--- config.mk ---
export PLATFORM = sky130hd
export DESIGN_NAME = moving_average_warmup_core
export DESIGN_NICKNAME = d
export VERILOG_FILES = /design/src/design/mvaw_pkg.sv /design/src/design/mvaw_datapath.sv /design/src/design/mvaw_ctrl.sv /design/src/design/moving_average_warmup_core.sv
export SDC_FILE = /design/constraint.sdc
export NUM_CORES = 1
export LEC_CHECK = 0
export BUFFER_PORTS_ARGS = -buffer_cell sky130_fd_sc_hd__buf_2
export CELL_PAD_IN_SITES_DETAIL_PLACEMENT = 1
export CELL_PAD_IN_SITES_GLOBAL_PLACEMENT = 2
export CORE_UTILIZATION = 45
export CTS_BUF_LIST = sky130_fd_sc_hd__clkbuf_4
export DETAILED_ROUTE_END_ITERATION = 16
export GPL_ROUTABILITY_DRIVEN = 0
export PLACE_DENSITY = 0.92
export RECOVER_POWER = 50
export SLEW_MARGIN = 20
export SYNTH_ARGS = -nofsm -noshare
export SYNTH_HDL_FRONTEND = slang
export SYNTH_SLANG_ARGS = --single-unit
--- constraint.sdc ---
create_clock -name aclk -period 14.1 [get_ports aclk]
set_clock_uncertainty 0.15 [all_clocks]
set_input_delay 1.41 -clock aclk [delete_from_list [all_inputs] [get_ports aclk]]
set_output_delay 1.41 -clock aclk [all_outputs]
set_load 0.005 [all_outputs]
--- src/design/mvaw_pkg.sv ---
// ---------------------------------------------------------------------------
// mvaw_pkg
// Shared widths, defaults and controller/datapath interface types for the
// moving average with warm-up.
// ---------------------------------------------------------------------------
package mvaw_pkg;

    localparam int SAMPLE_W          = 24;
    localparam int USED_W            = 4;
    localparam int WINDOW_LENGTH_DEF = 8;

    // commands from controller to datapath
    typedef struct packed {
        logic load;      // take a sample into the window
        logic sum_upd;   // fold the pending difference into the sum
        logic div_init;  // take magnitude, clear remainder and step count
        logic div_step;  // one restoring divide step
        logic out_load;  // capture the signed quotient into the output word
    } mvaw_cmd_t;

    // status from datapath to controller
    typedef struct packed {
        logic div_last;  // current divide step is the final one
    } mvaw_sts_t;

endpackage

--- src/design/mvaw_datapath.sv ---
// ---------------------------------------------------------------------------
// mvaw_datapath
// Delay line, running sum, fill counter, bit-serial restoring divider and
// output word register.
// ---------------------------------------------------------------------------
module mvaw_datapath #(
    parameter int WINDOW_LENGTH = mvaw_pkg::WINDOW_LENGTH_DEF
) (
    input  logic                                  aclk,
    input  logic                                  aresetn,
    input  mvaw_pkg::mvaw_cmd_t                   cmd,
    output mvaw_pkg::mvaw_sts_t                   sts,
    input  logic signed [mvaw_pkg::SAMPLE_W-1:0]  sample,
    output logic signed [mvaw_pkg::SAMPLE_W-1:0]  average,
    output logic        [mvaw_pkg::USED_W-1:0]    samples_used
);

    localparam int SW     = mvaw_pkg::SAMPLE_W;
    localparam int UW     = mvaw_pkg::USED_W;
    localparam int SUM_W  = SW + $clog2(WINDOW_LENGTH);
    localparam int CNT_W  = $clog2(WINDOW_LENGTH + 1);
    localparam int ITER_W = $clog2(SUM_W);

    logic signed [SW-1:0]    dline_reg [WINDOW_LENGTH];
    logic signed [SW:0]      diff_reg;
    logic signed [SUM_W-1:0] sum_reg;
    logic [CNT_W-1:0]        cnt_reg;
    logic                    neg_reg;
    logic [SUM_W-1:0]        quo_reg;
    logic [CNT_W-1:0]        rem_reg;
    logic [ITER_W-1:0]       iter_reg;
    logic signed [SW-1:0]    avg_reg;
    logic [UW-1:0]           used_reg;

    logic [SUM_W-1:0]        sum_u;
    logic [CNT_W:0]          rem_shift;
    logic [CNT_W:0]          trial;
    logic [SW-1:0]           quo_low;
    logic [SW-1:0]           avg_next;
    logic [CNT_W+UW-1:0]     cnt_ext;

    assign sum_u     = sum_reg;
    assign rem_shift = {rem_reg, quo_reg[SUM_W-1]};
    assign trial     = rem_shift - {1'b0, cnt_reg};
    assign quo_low   = quo_reg[SW-1:0];
    assign avg_next  = neg_reg ? -quo_low : quo_low;
    assign cnt_ext   = {{UW{1'b0}}, cnt_reg};

    assign sts.div_last = (iter_reg == ITER_W'(SUM_W - 1));

    // window, sum and counter
    always_ff @(posedge aclk) begin
        if (!aresetn) begin
            for (int i = 0; i < WINDOW_LENGTH; i++) begin
                dline_reg[i] <= '0;
            end
            sum_reg <= '0;
            cnt_reg <= '0;
        end else begin
            if (cmd.load) begin
                dline_reg[0] <= sample;
                for (int i = 1; i < WINDOW_LENGTH; i++) begin
                    dline_reg[i] <= dline_reg[i-1];
                end
                if (cnt_reg != CNT_W'(WINDOW_LENGTH)) begin
                    cnt_reg <= cnt_reg + 1'b1;
                end
            end
            if (cmd.sum_upd) begin
                sum_reg <= sum_reg + SUM_W'(diff_reg);
            end
        end
    end

    // difference of new and dropped sample, then divider
    always_ff @(posedge aclk) begin
        if (cmd.load) begin
            diff_reg <= (SW+1)'(sample) - (SW+1)'(dline_reg[WINDOW_LENGTH-1]);
        end
        if (cmd.div_init) begin
            neg_reg  <= sum_reg[SUM_W-1];
            quo_reg  <= sum_reg[SUM_W-1] ? -sum_u : sum_u;
            rem_reg  <= '0;
            iter_reg <= '0;
        end else if (cmd.div_step) begin
            iter_reg <= iter_reg + 1'b1;
            if (!trial[CNT_W]) begin
                rem_reg <= trial[CNT_W-1:0];
                quo_reg <= {quo_reg[SUM_W-2:0], 1'b1};
            end else begin
                rem_reg <= rem_shift[CNT_W-1:0];
                quo_reg <= {quo_reg[SUM_W-2:0], 1'b0};
            end
        end
        if (cmd.out_load) begin
            avg_reg  <= avg_next;
            used_reg <= cnt_ext[UW-1:0];
        end
    end

    assign average      = avg_reg;
    assign samples_used = used_reg;

endmodule

--- src/design/mvaw_ctrl.sv ---
// ---------------------------------------------------------------------------
// mvaw_ctrl
// Sequencer for one sample at a time: window update, sum update, divide,
// then hand-off into the output word register.
// ---------------------------------------------------------------------------
module mvaw_ctrl (
    input  logic                 aclk,
    input  logic                 aresetn,
    input  logic                 s_valid,
    output logic                 s_ready,
    output logic                 m_valid,
    input  logic                 m_ready,
    output mvaw_pkg::mvaw_cmd_t  cmd,
    input  mvaw_pkg::mvaw_sts_t  sts
);

    localparam logic [2:0] ST_IDLE = 3'd0;
    localparam logic [2:0] ST_SUM  = 3'd1;
    localparam logic [2:0] ST_ABS  = 3'd2;
    localparam logic [2:0] ST_DIV  = 3'd3;
    localparam logic [2:0] ST_FIN  = 3'd4;

    logic [2:0] state_reg, state_next;
    logic       m_valid_reg, m_valid_next;
    logic       out_free;

    assign out_free = !m_valid_reg || m_ready;

    always_comb begin
        state_next   = state_reg;
        cmd          = '0;
        s_ready      = 1'b0;
        unique case (state_reg)
            ST_IDLE: begin
                s_ready  = 1'b1;
                cmd.load = s_valid;
                if (s_valid) begin
                    state_next = ST_SUM;
                end
            end
            ST_SUM: begin
                cmd.sum_upd = 1'b1;
                state_next  = ST_ABS;
            end
            ST_ABS: begin
                cmd.div_init = 1'b1;
                state_next   = ST_DIV;
            end
            ST_DIV: begin
                cmd.div_step = 1'b1;
                if (sts.div_last) begin
                    state_next = ST_FIN;
                end
            end
            ST_FIN: begin
                // wait for the output word to drain
                if (out_free) begin
                    cmd.out_load = 1'b1;
                    state_next   = ST_IDLE;
                end
            end
            default: begin
                state_next = ST_IDLE;
            end
        endcase
    end

    always_comb begin
        m_valid_next = m_valid_reg;
        if (cmd.out_load) begin
            m_valid_next = 1'b1;
        end else if (m_ready) begin
            m_valid_next = 1'b0;
        end
    end

    always_ff @(posedge aclk) begin
        if (!aresetn) begin
            state_reg   <= ST_IDLE;
            m_valid_reg <= 1'b0;
        end else begin
            state_reg   <= state_next;
            m_valid_reg <= m_valid_next;
        end
    end

    assign m_valid = m_valid_reg;

endmodule

--- src/design/moving_average_warmup_core.sv ---
// ---------------------------------------------------------------------------
// moving_average_warmup_core
// Boxcar moving average with warm-up divisor.
// ---------------------------------------------------------------------------
// Input channel s_valid/s_ready/s_sample: one signed 24-bit sample (8
// fractional bits) per word. Output channel m_valid/m_ready carries
// m_average (same format, truncated toward zero) and m_samples_used, the
// number of samples averaged (low 4 bits of the count).
// Every accepted sample gives exactly one output word. Each sample passes
// through the window, sum and sign steps, then the bit-serial restoring
// divider, one quotient bit per cycle over SUM_W = 24 + clog2(WINDOW_LENGTH)
// bits (27 at the default window of 8), then the hand-off into the output
// word register. One sample is in work at a time, so the next sample is
// taken only after the previous one has been handed off.
// The output word sits in its own register: the next sample is accepted
// while a finished word waits; if the receiver still stalls when the next
// quotient is ready, the sequencer holds until the register frees up.
// Synchronous reset clears the delay line, running sum and fill count;
// the next sample then averages over itself alone.
// ---------------------------------------------------------------------------
module moving_average_warmup_core #(
    parameter int WINDOW_LENGTH = mvaw_pkg::WINDOW_LENGTH_DEF
) (
    input  logic                                  aclk,
    input  logic                                  aresetn,
    input  logic                                  s_valid,
    output logic                                  s_ready,
    input  logic signed [mvaw_pkg::SAMPLE_W-1:0]  s_sample,
    output logic                                  m_valid,
    input  logic                                  m_ready,
    output logic signed [mvaw_pkg::SAMPLE_W-1:0]  m_average,
    output logic        [mvaw_pkg::USED_W-1:0]    m_samples_used
);

    mvaw_pkg::mvaw_cmd_t cmd;
    mvaw_pkg::mvaw_sts_t sts;

    mvaw_ctrl u_ctrl (
        .aclk    (aclk),
        .aresetn (aresetn),
        .s_valid (s_valid),
        .s_ready (s_ready),
        .m_valid (m_valid),
        .m_ready (m_ready),
        .cmd     (cmd),
        .sts     (sts)
    );

    mvaw_datapath #(
        .WINDOW_LENGTH (WINDOW_LENGTH)
    ) u_dp (
        .aclk         (aclk),
        .aresetn      (aresetn),
        .cmd          (cmd),
        .sts          (sts),
        .sample       (s_sample),
        .average      (m_average),
        .samples_used (m_samples_used)
    );

endmodule

======== After elaboration in Yosys (flattened, before gate mapping) ========
Memories as Yosys holds them, arrays and structs flattened.
Cells that the tools add are included.
storage, ports and cells
  memories ................................ 1
  word-level logic and storage cells ...... 74
  register bits after elaboration ......... 125
  output and inout bits ................... 30
  bits in writable memories ............... 192
  input port bits ......................... 28
operators by class
  multiplexer cells ....................... 31
  bitwise operators ....................... 8
  add/subtract/negate cells ............... 7
  reductions and logical operators ........ 7
  equality and inequality tests ........... 9
memories
  memory          depth  bits a word  rd ports  clocked after memory_dff  wr ports  RTL line             source
  u_dp.dline_reg  8      24           8         0                         8         mvaw_datapath.sv:24  logic signed [SW-1:0] dline_reg [WINDOW_LENGTH];
operators with widths
  operator             count
  $mux 24              9
  $mux 27              3
  $add 27x25->27       1
  $neg 27->27          1
  $sub 24x24->25       1
  $neg 24->24          1
  $pmux 3 s5           1
  $mux 1               14
  $mux 3               3
  $or 1x1->1           8
  $eq 3x2->1 const B   2
  $add 5x1->5 const B  1
  $eq 5x5->1 const B   1
  $sub 5x4->5          1
  $add 4x1->4 const B  1
  $mux 4               1
  $ne 2x2->1 const B   2
  $ne 4x4->1 const B   1
  $reduce_bool 2->1    2
  $eq 3x1->1 const B   1
  $eq 3x3->1 const B   1
  $logic_not 3->1      1
  $reduce_and 3->1     1
  $ne 2x1->1 const B   1
  3 further kinds      3

======== Longest topological paths before layout ========
Gate-level depths: netlist of run 1.
  word-level depth ........................ 6
  depth in mapped cells ................... 10
  depth with buffers taken out ............ 10

======== Modules after synthesis ========
A second synthesis of run 1 with hierarchy kept.
unflattened totals
  cell total of the unflattened synthesis .. 1278
  area, all modules ....................... 15267.1 um^2
by module, submodules not included
  module         area each (um^2)  cells an instance  sequential area each (um^2)  times used
  mvaw_datapath  15004.4           1248               8998.6                       1
  mvaw_ctrl      262.8             30                 80.1                         1

======== Worst setup path after synthesis of run 1 ========
Ideal clock, no wire load.
  path type ............................... in2reg
  start ................................... input port s_valid
  end ..................................... memory u_dp.dline_reg[0][0] (netlist bit) (enable)
  data arrival time ....................... 7035 ps
  library setup time ...................... 587 ps
  data required time ...................... 13363 ps
  path buffers ............................ 1
  setup slack ............................. 6328 ps
  cell stages on the path ................. 3
  cell sequence ........................... and2_1 clkbuf_1 nand2b_1
RTL lines
  item             RTL line                          source
  start, declared  moving_average_warmup_core.sv:26  input logic s_valid,
  end, declared    mvaw_datapath.sv:24

==> qor.yml, run 1 <==
status:
  outcome: "finished with violations"
  violations: "max-capacitance violations, max-slew violations"
pwr:
  pwr-share-clk: 0.336
  combPwrFrac: 0.165
  p_leak_uw: 0.00657
  power_density_nw_per_um2: 137
  seq_power_share: 0.499
  p_switching_uw: 671
  p_int_uw: 1680
  ir_worst_vdd_v: 0.0000816
  sw_frac_of_total: 0.286
grt:
  grt_max_degree: 144
  first_global_vias: 10700
  grt_pass1_wl_um: 53000
  grt.overflow.total: 0
  grt_usage: 0.187
  antenna_found_initial: 2
sta:
  fmax_mhz: 145
  setup-tns-final_ns: 0
  timing_hold_violations_final: 0
  worst_slew_pin_slew_ns: 3.32
  rsz0062_at_grt: "no"
  drv_slew: 291
  min_period_over_period: 0.488
  setup_viol: 0
  setup_ws_ns: 7.22
  fin_crit_ns: 6.88
  maxSlewHeadroom: -1.21
placement:
  place_inst: 1775
  dp_hpwl_um: 21400
  place_ws_ns: 9.68
  port_buffers: 57
routing:
  routedWlPerCell_um: 16.6
  ant_nets: 0
  drcViolationCount: 0
  drtPass1Iterations: 4
  wl_um: 32100
  dr_total_vias: 10200
  drt_iter0_drc: 459
  vias_per_cell: 5.26
critical_path:
  r2r_slack_ns: 9.16
  arrival_ns: 7.30
  slowest_delay_ns: 2.39
  crit_top_cell: "clkbuf_1"
  cp_slowest_cell: "clkbuf_1"
  crit_fanout: 111
  worstSetupPathType: "input pin to register"
  crit_family: "buffers and inverters"
  required_ns: 14.52
  start_kind: "input pin"
  worst_setup_path_end_kind: "register"
  crit_chain: "buf_2 > clkbuf_1 > and3_1 > clkbuf_1 > clkbuf_1 > and2_1"
  path_buf_inv: 4
finish:
  drive_gt1_frac: 0.141
  largest_reg_flops: 192
  stdcell_count: 1929
  fin_nets: 1509
  area_growth_pct: 11.7
synthesis:
  synth_seq_cells: 317
  synthArstFlopShare: 0
  synthDistinctLibCells: 64
  yosys.area.top_type: "edfxtp_1"
  synth_nets: 1394
  syn_avg_cell_area_um2: 11.8
  synth_adder_area_share: 0.0529
  synth_xor_area_frac: 0.0451
  synth_top_family_by_area: "simple AND/OR/NAND/NOR gates"
  synthCells: 1303
  synth_most_common_cell: "edfxtp_1"
  synth_compound_area_frac: 0.107
  synth-edff-count: 273
  yosys-top-cells-count: "edfxtp_1, and2_1, a21oi_1, nand2_1, o21ai_0"
  yosys-top-cells-area: "edfxtp_1, and2_1, dfxtp_1"
  synth-simple-area-share: 0.172
  ys_warn_count: 0
  synth_mux_area_frac: 0.00531
  ys_seq_area_frac: 0.592
  yosysTopAreaCellShare: 0.535
  synth-main-ff-cell: "edfxtp_1"
  synth_area_um2: 15300
floorplan:
  pin_count: 58
  fp.dieW_um: 187
  dieArea_um2: 34800
  die_h_um: 187
  row_count: 67
  coreArea_um2: 33500
  start_util: 0.457
cts:
  clockBufferDepth: 3
  htreeDepth: 3
  tritoncts: "built"
  hold_buffers: 0
  cts_root_buf: "clkbuf_4"
  clkLatencyLatePin_ns: 0.75
  cts.sinks: 317
  clkTransAtPathRegs_ns: 0.06
  cts_resized: 0
  postCtsSetupBuffers: 0
  cts_buffers: 87
run:
  drv_cap: 5
hold_path:
  holdCritPathClass: "register to register"
-- per-layer routing --
layer  global-route usage  part of all wire  vias up  wire [um]
li1                     -                 -     4997          -
met1                0.240              0.46     4938      14700
met2                0.309              0.49      162      15600
met3               0.0389             0.036       55       1160
met4               0.0772             0.020        2        639
met5                    0           0.00028        -          9
-- power groups by stage --
stage / clock (uW) / sequential, uW / combinational [uW]
after floorplan: 0 / 1180 / 299
after global routing: 865 / 1180 / 436
after detailed placement: 0 / 1190 / 387
final: 791 / 1170 / 388
after CTS: 821 / 1170 / 390
after global placement: 0 / 1180 / 370
-- placed cells by master (no fill, tap or decap), types with 19 or more instances in the layout --
cell      count
xor2_1       34
inv_1        51
buf_2        56
clkbuf_4    123
nand2_1      86
o21ai_0      64
ha_1         60
nand3_1      19
xnor2_1      45
clkinv_1     19
a21oi_1      86
and2_1      101
edfxtp_1    273
dfxtp_1      44
a21o_1       21
nor3_1       19
and2_0       94
nor2_1       60
-- layout make-up --
| type | count | area (um2) |
|---|---|---|
| Sequential cell | 317 | 9080 |
| Clock buffer | 123 | 923 |
| Fill cell | 3601 | 16400 |
| Clock inverter | 28 | 129 |
| Multi-Input combinational cell | 889 | 5860 |
| Tap cell | 448 | 561 |
| Timing Repair Buffer | 70 | 372 |
| Antenna cell | 1 | 2.50 |
| Inverter | 53 | 199 |
-- stage by stage --
stage               cell area [um2]  hold slack (ns)  power [uW]   util
floorplan                     15300            0.280        1480      -
global placement              16100            0.309        1550  0.479
detailed placement            16100            0.328        1580  0.479
CTS                           17100            0.340        2380  0.511
global route                  17100            0.380        2480  0.511
finish                        17100            0.339        2350  0.511
-- worst paths after layout --
| path | end | startpoint | cells past startpoint |
|---|---|---|---|
| hold reg to reg | u_dp.iter_reg[4] | u_dp.iter_reg[4] | 2 |
| setup / recovery | u_dp.dline_reg[0][107] | aresetn | 6 |
| setup reg to reg | u_dp.dline_reg[0][107] | u_ctrl.state_reg[0] | 5 |
| hold / removal | u_dp.iter_reg[4] | u_dp.iter_reg[4] | 2 |
-- worst min-delay path, cell delays in order, from the launching register on --
cell and delay [ns]:
dfxtp_1 0.33, nand2_1 0.06, o31ai_1 0.05
-- kinds of logic after synthesis --
kind of cell | count (synthesis)
buffers and inverters | 97
muxes | 8
xor gates and xnor gates | 79
and+or+nand+nor | 477
AOI/OAI and AO/OA | 262
DFF | 317
adders and majority gates | 63
Note: power is estimated with default switching activity, not from simulation.
==> run 2, diff against run 1 <==
Settings changed: CORE_UTILIZATION 45 to 44, PLACE_DENSITY 0.92 to 0.91.
Clock period 14.1 ns to 6.8 ns, I/O delays scaled along.
==> qor.yml, run 2 (same netlist as run 1, synthesis figures left out) <==
placement:
  placed_area_um2: 16100  # unchanged
  dp_hpwl_um: 21200  # -0.95%
  port_buffers: 57  # unchanged
floorplan:
  fp.dieW_um: 189  # +1.1%
  row_count: 67  # unchanged
  die_h_um: 189  # +1.1%
  dieArea_um2: 35600  # +2.2%
  coreArea_um2: 33900  # +1.0%
  start_util: 0.453  # -0.00453
  pin_count: 58  # unchanged
pwr:
  combPwrFrac: 0.165  # about the same
  pwr-share-clk: 0.339  # +0.003
  p_leak_uw: 0.00658  # +0.12%
  sw_frac_of_total: 0.277  # -0.00812
  seq_power_share: 0.497  # -0.002
  power_density_nw_per_um2: 285  # +110%
  ir_worst_vdd_v: 0.000199  # +140%
  p_switching_uw: 1350  # +100%
  p_int_uw: 3530  # +110%
finish:
  final_common_cell: "edfxtp_1"
  design_area_um2: 17100  # +0.17%
  largest_reg_flops: 192  # unchanged
  fin_nets: 1508  # -0.066%
  area_growth_pct: 11.9
  drive_gt1_frac: 0.136  # -0.00458
  multi_input_area_um2: 5860  # unchanged
  fillers: 3664  # +1.7%
  ff_latch_area_um2: 9080  # unchanged
  mostFrequentLayoutCells: "edfxtp_1, clkbuf_4, and2_1, a21oi_1, nand2_1"
critical_path:
  worst_setup_path_end_kind: "register"
  path_buf_inv: 5  # +1
  slowest_delay_ns: 1.12  # -1.27 ns
  crit_cells: 8  # +2
  arrival_ns: 5.18  # -2.12 ns
  required_ns: 7.05  # -7.47 ns
  crit_start: "u_ctrl.state_reg[0]"
  crit_family: "buffers and inverters"
  start_kind: "register"
  ff2ff_path_depth: 8  # +3
  worstSetupPathType: "register to register"
  crit_fanout: 62  # -44%
  crit_chain: "nor3_1 > and2_0 > clkbuf_1 > nand2b_1 > buf_4 > buf_16 > buf_4 > buf_16"
  cp_slowest_cell: "clkbuf_1"
  r2r_slack_ns: 1.87  # -7.29 ns
  worstReg2RegEnd: "u_dp.dline_reg[0][148]"
  rr_startpoint: "u_ctrl.state_reg[0]"
sta:
  maxSlewHeadroom: -0.663  # +0.549
  worst_slew_pin_slew_ns: 2.49  # -0.824 ns
  fin_crit_ns: 4.93
  setup-tns-final_ns: 0  # unchanged
  min_period_over_period: 0.725
  fmax_mhz: 203
  rsz0062_at_grt: "no"
  setup_viol: 0  # unchanged
  timing_hold_violations_final: 0  # unchanged
  drv_slew: 246  # -15%
grt:
  grt_pass1_wl_um: 51800  # -2.2%
  first_global_vias: 10600  # -0.48%
  grt.overflow.total: 0  # unchanged
  antenna_found_initial: 2  # unchanged
  grt_usage: 0.182  # -0.00525
  grt_max_degree: 119  # -17%
routing:
  ant_nets: 0  # unchanged
  drtPass1Iterations: 4  # unchanged
  dr_total_vias: 10000  # -1.3%
  routedWlPerCell_um: 16.1  # -2.9%
  vias_per_cell: 5.21  # -0.94%
  wl_um: 31100  # -3.2%
  drt_iter0_drc: 376  # -18%
  drcViolationCount: 0  # unchanged
cts:
  htreeDepth: 3  # unchanged
  clkLatencyLatePin_ns: 0.75  # about the same
  cts_root_buf: "clkbuf_4"
  clkTransAtPathRegs_ns: 0.07  # about the same
  clockBufferDepth: 3  # unchanged
  cts.sinks: 317  # unchanged
  tritoncts: "built"
  cts_buffers: 86  # -1.1%
  cts_resized: 0  # unchanged
hold_path:
  min_to: "u_dp.dline_reg[0][3]"
  holdCritPathClass: "input pin to register"
  min_from: "s_sample[3]"
  min_path_cells: 2  # unchanged
status:
  outcome: "finished with violations"
  violations: "max-capacitance violations, max-slew violations"
run:
  drv_cap: 4  # -1
## run 2: cell types whose count changed in the layout (fill, tap and decap cells not counted), sizes merged
cell and delta:
clkbuf +9, diode +3, clkinv -13, dlygate4sd3 +1, clkinvlp +1, buf -7, bufinv +1, inv -1
## run 2: final cells by class
type,count,area share
inverters,53,0.0116
repair buffers,70,0.0231
well taps,448,0.0327
flip-flops and latches,317,0.529
clock buffers,126,0.0552
diodes,4,0.000584
clock inverters,16,0.00606
multi-input cells,889,0.341
## run 2: repair_timing
action | 4_1_cts | 5_1_grt
buffers inserted | 0 | 0
endpoints found under the setup margin | 0 | 0
hold endpoints to repair | 1 | 0
hold buffers | 1 | 0
## run 2: worst register-to-register path, cell delays in order, from the launching register on
cell      delay, ns
dfxtp_1        0.43
nor3_1         0.31
and2_0         0.17
clkbuf_1       1.12
nand2b_1       0.75
buf_4          0.54
buf_16         0.33
buf_4          0.45
buf_16         0.34
## run 2: power by group through the flow
stage	logic (uW)	registers [uW]	clock network (uW)
global route	913	2450	1800
finish	803	2420	1650
global placement	771	2450	0
floorplan	621	2430	0
CTS	810	2430	1710
detailed placement	803	2470	0
## run 2: worst max-delay path by stage
stage | end | slack, ns
after detailed placement | u_dp.dline_reg[0][100] | 2.66
final | u_dp.dline_reg[0][148] | 1.87
after CTS | u_dp.dline_reg[0][123] | 2.66
after global routing | u_dp.dline_reg[0][148] | 1.47
after global placement | u_dp.dline_reg[0][124] | 2.74
after floorplan | u_dp.dline_reg[0][0] | 1.97
## run 2: stage by stage
stage	hold WS, ns	utilization	power (uW)	cells	setup WS (ns)
after global placement	0.305	0.474	3220	1773	2.74
after detailed placement	0.321	0.475	3270	1774	2.66
after floorplan	0.280	-	3050	1303	1.97
after CTS	0.00309	0.506	4940	1917	2.66
after global routing	-0.00226	0.506	5160	1923	1.47
final	0.0971	0.506	4880	1923	1.87
## run 2: per-layer routing
layer / global-route usage / part of all wire
met1: 0.231 / 0.46
met2: 0.306 / 0.48
met3: 0.0406 / 0.038
met4: 0.0636 / 0.020
met5: 0 / 0
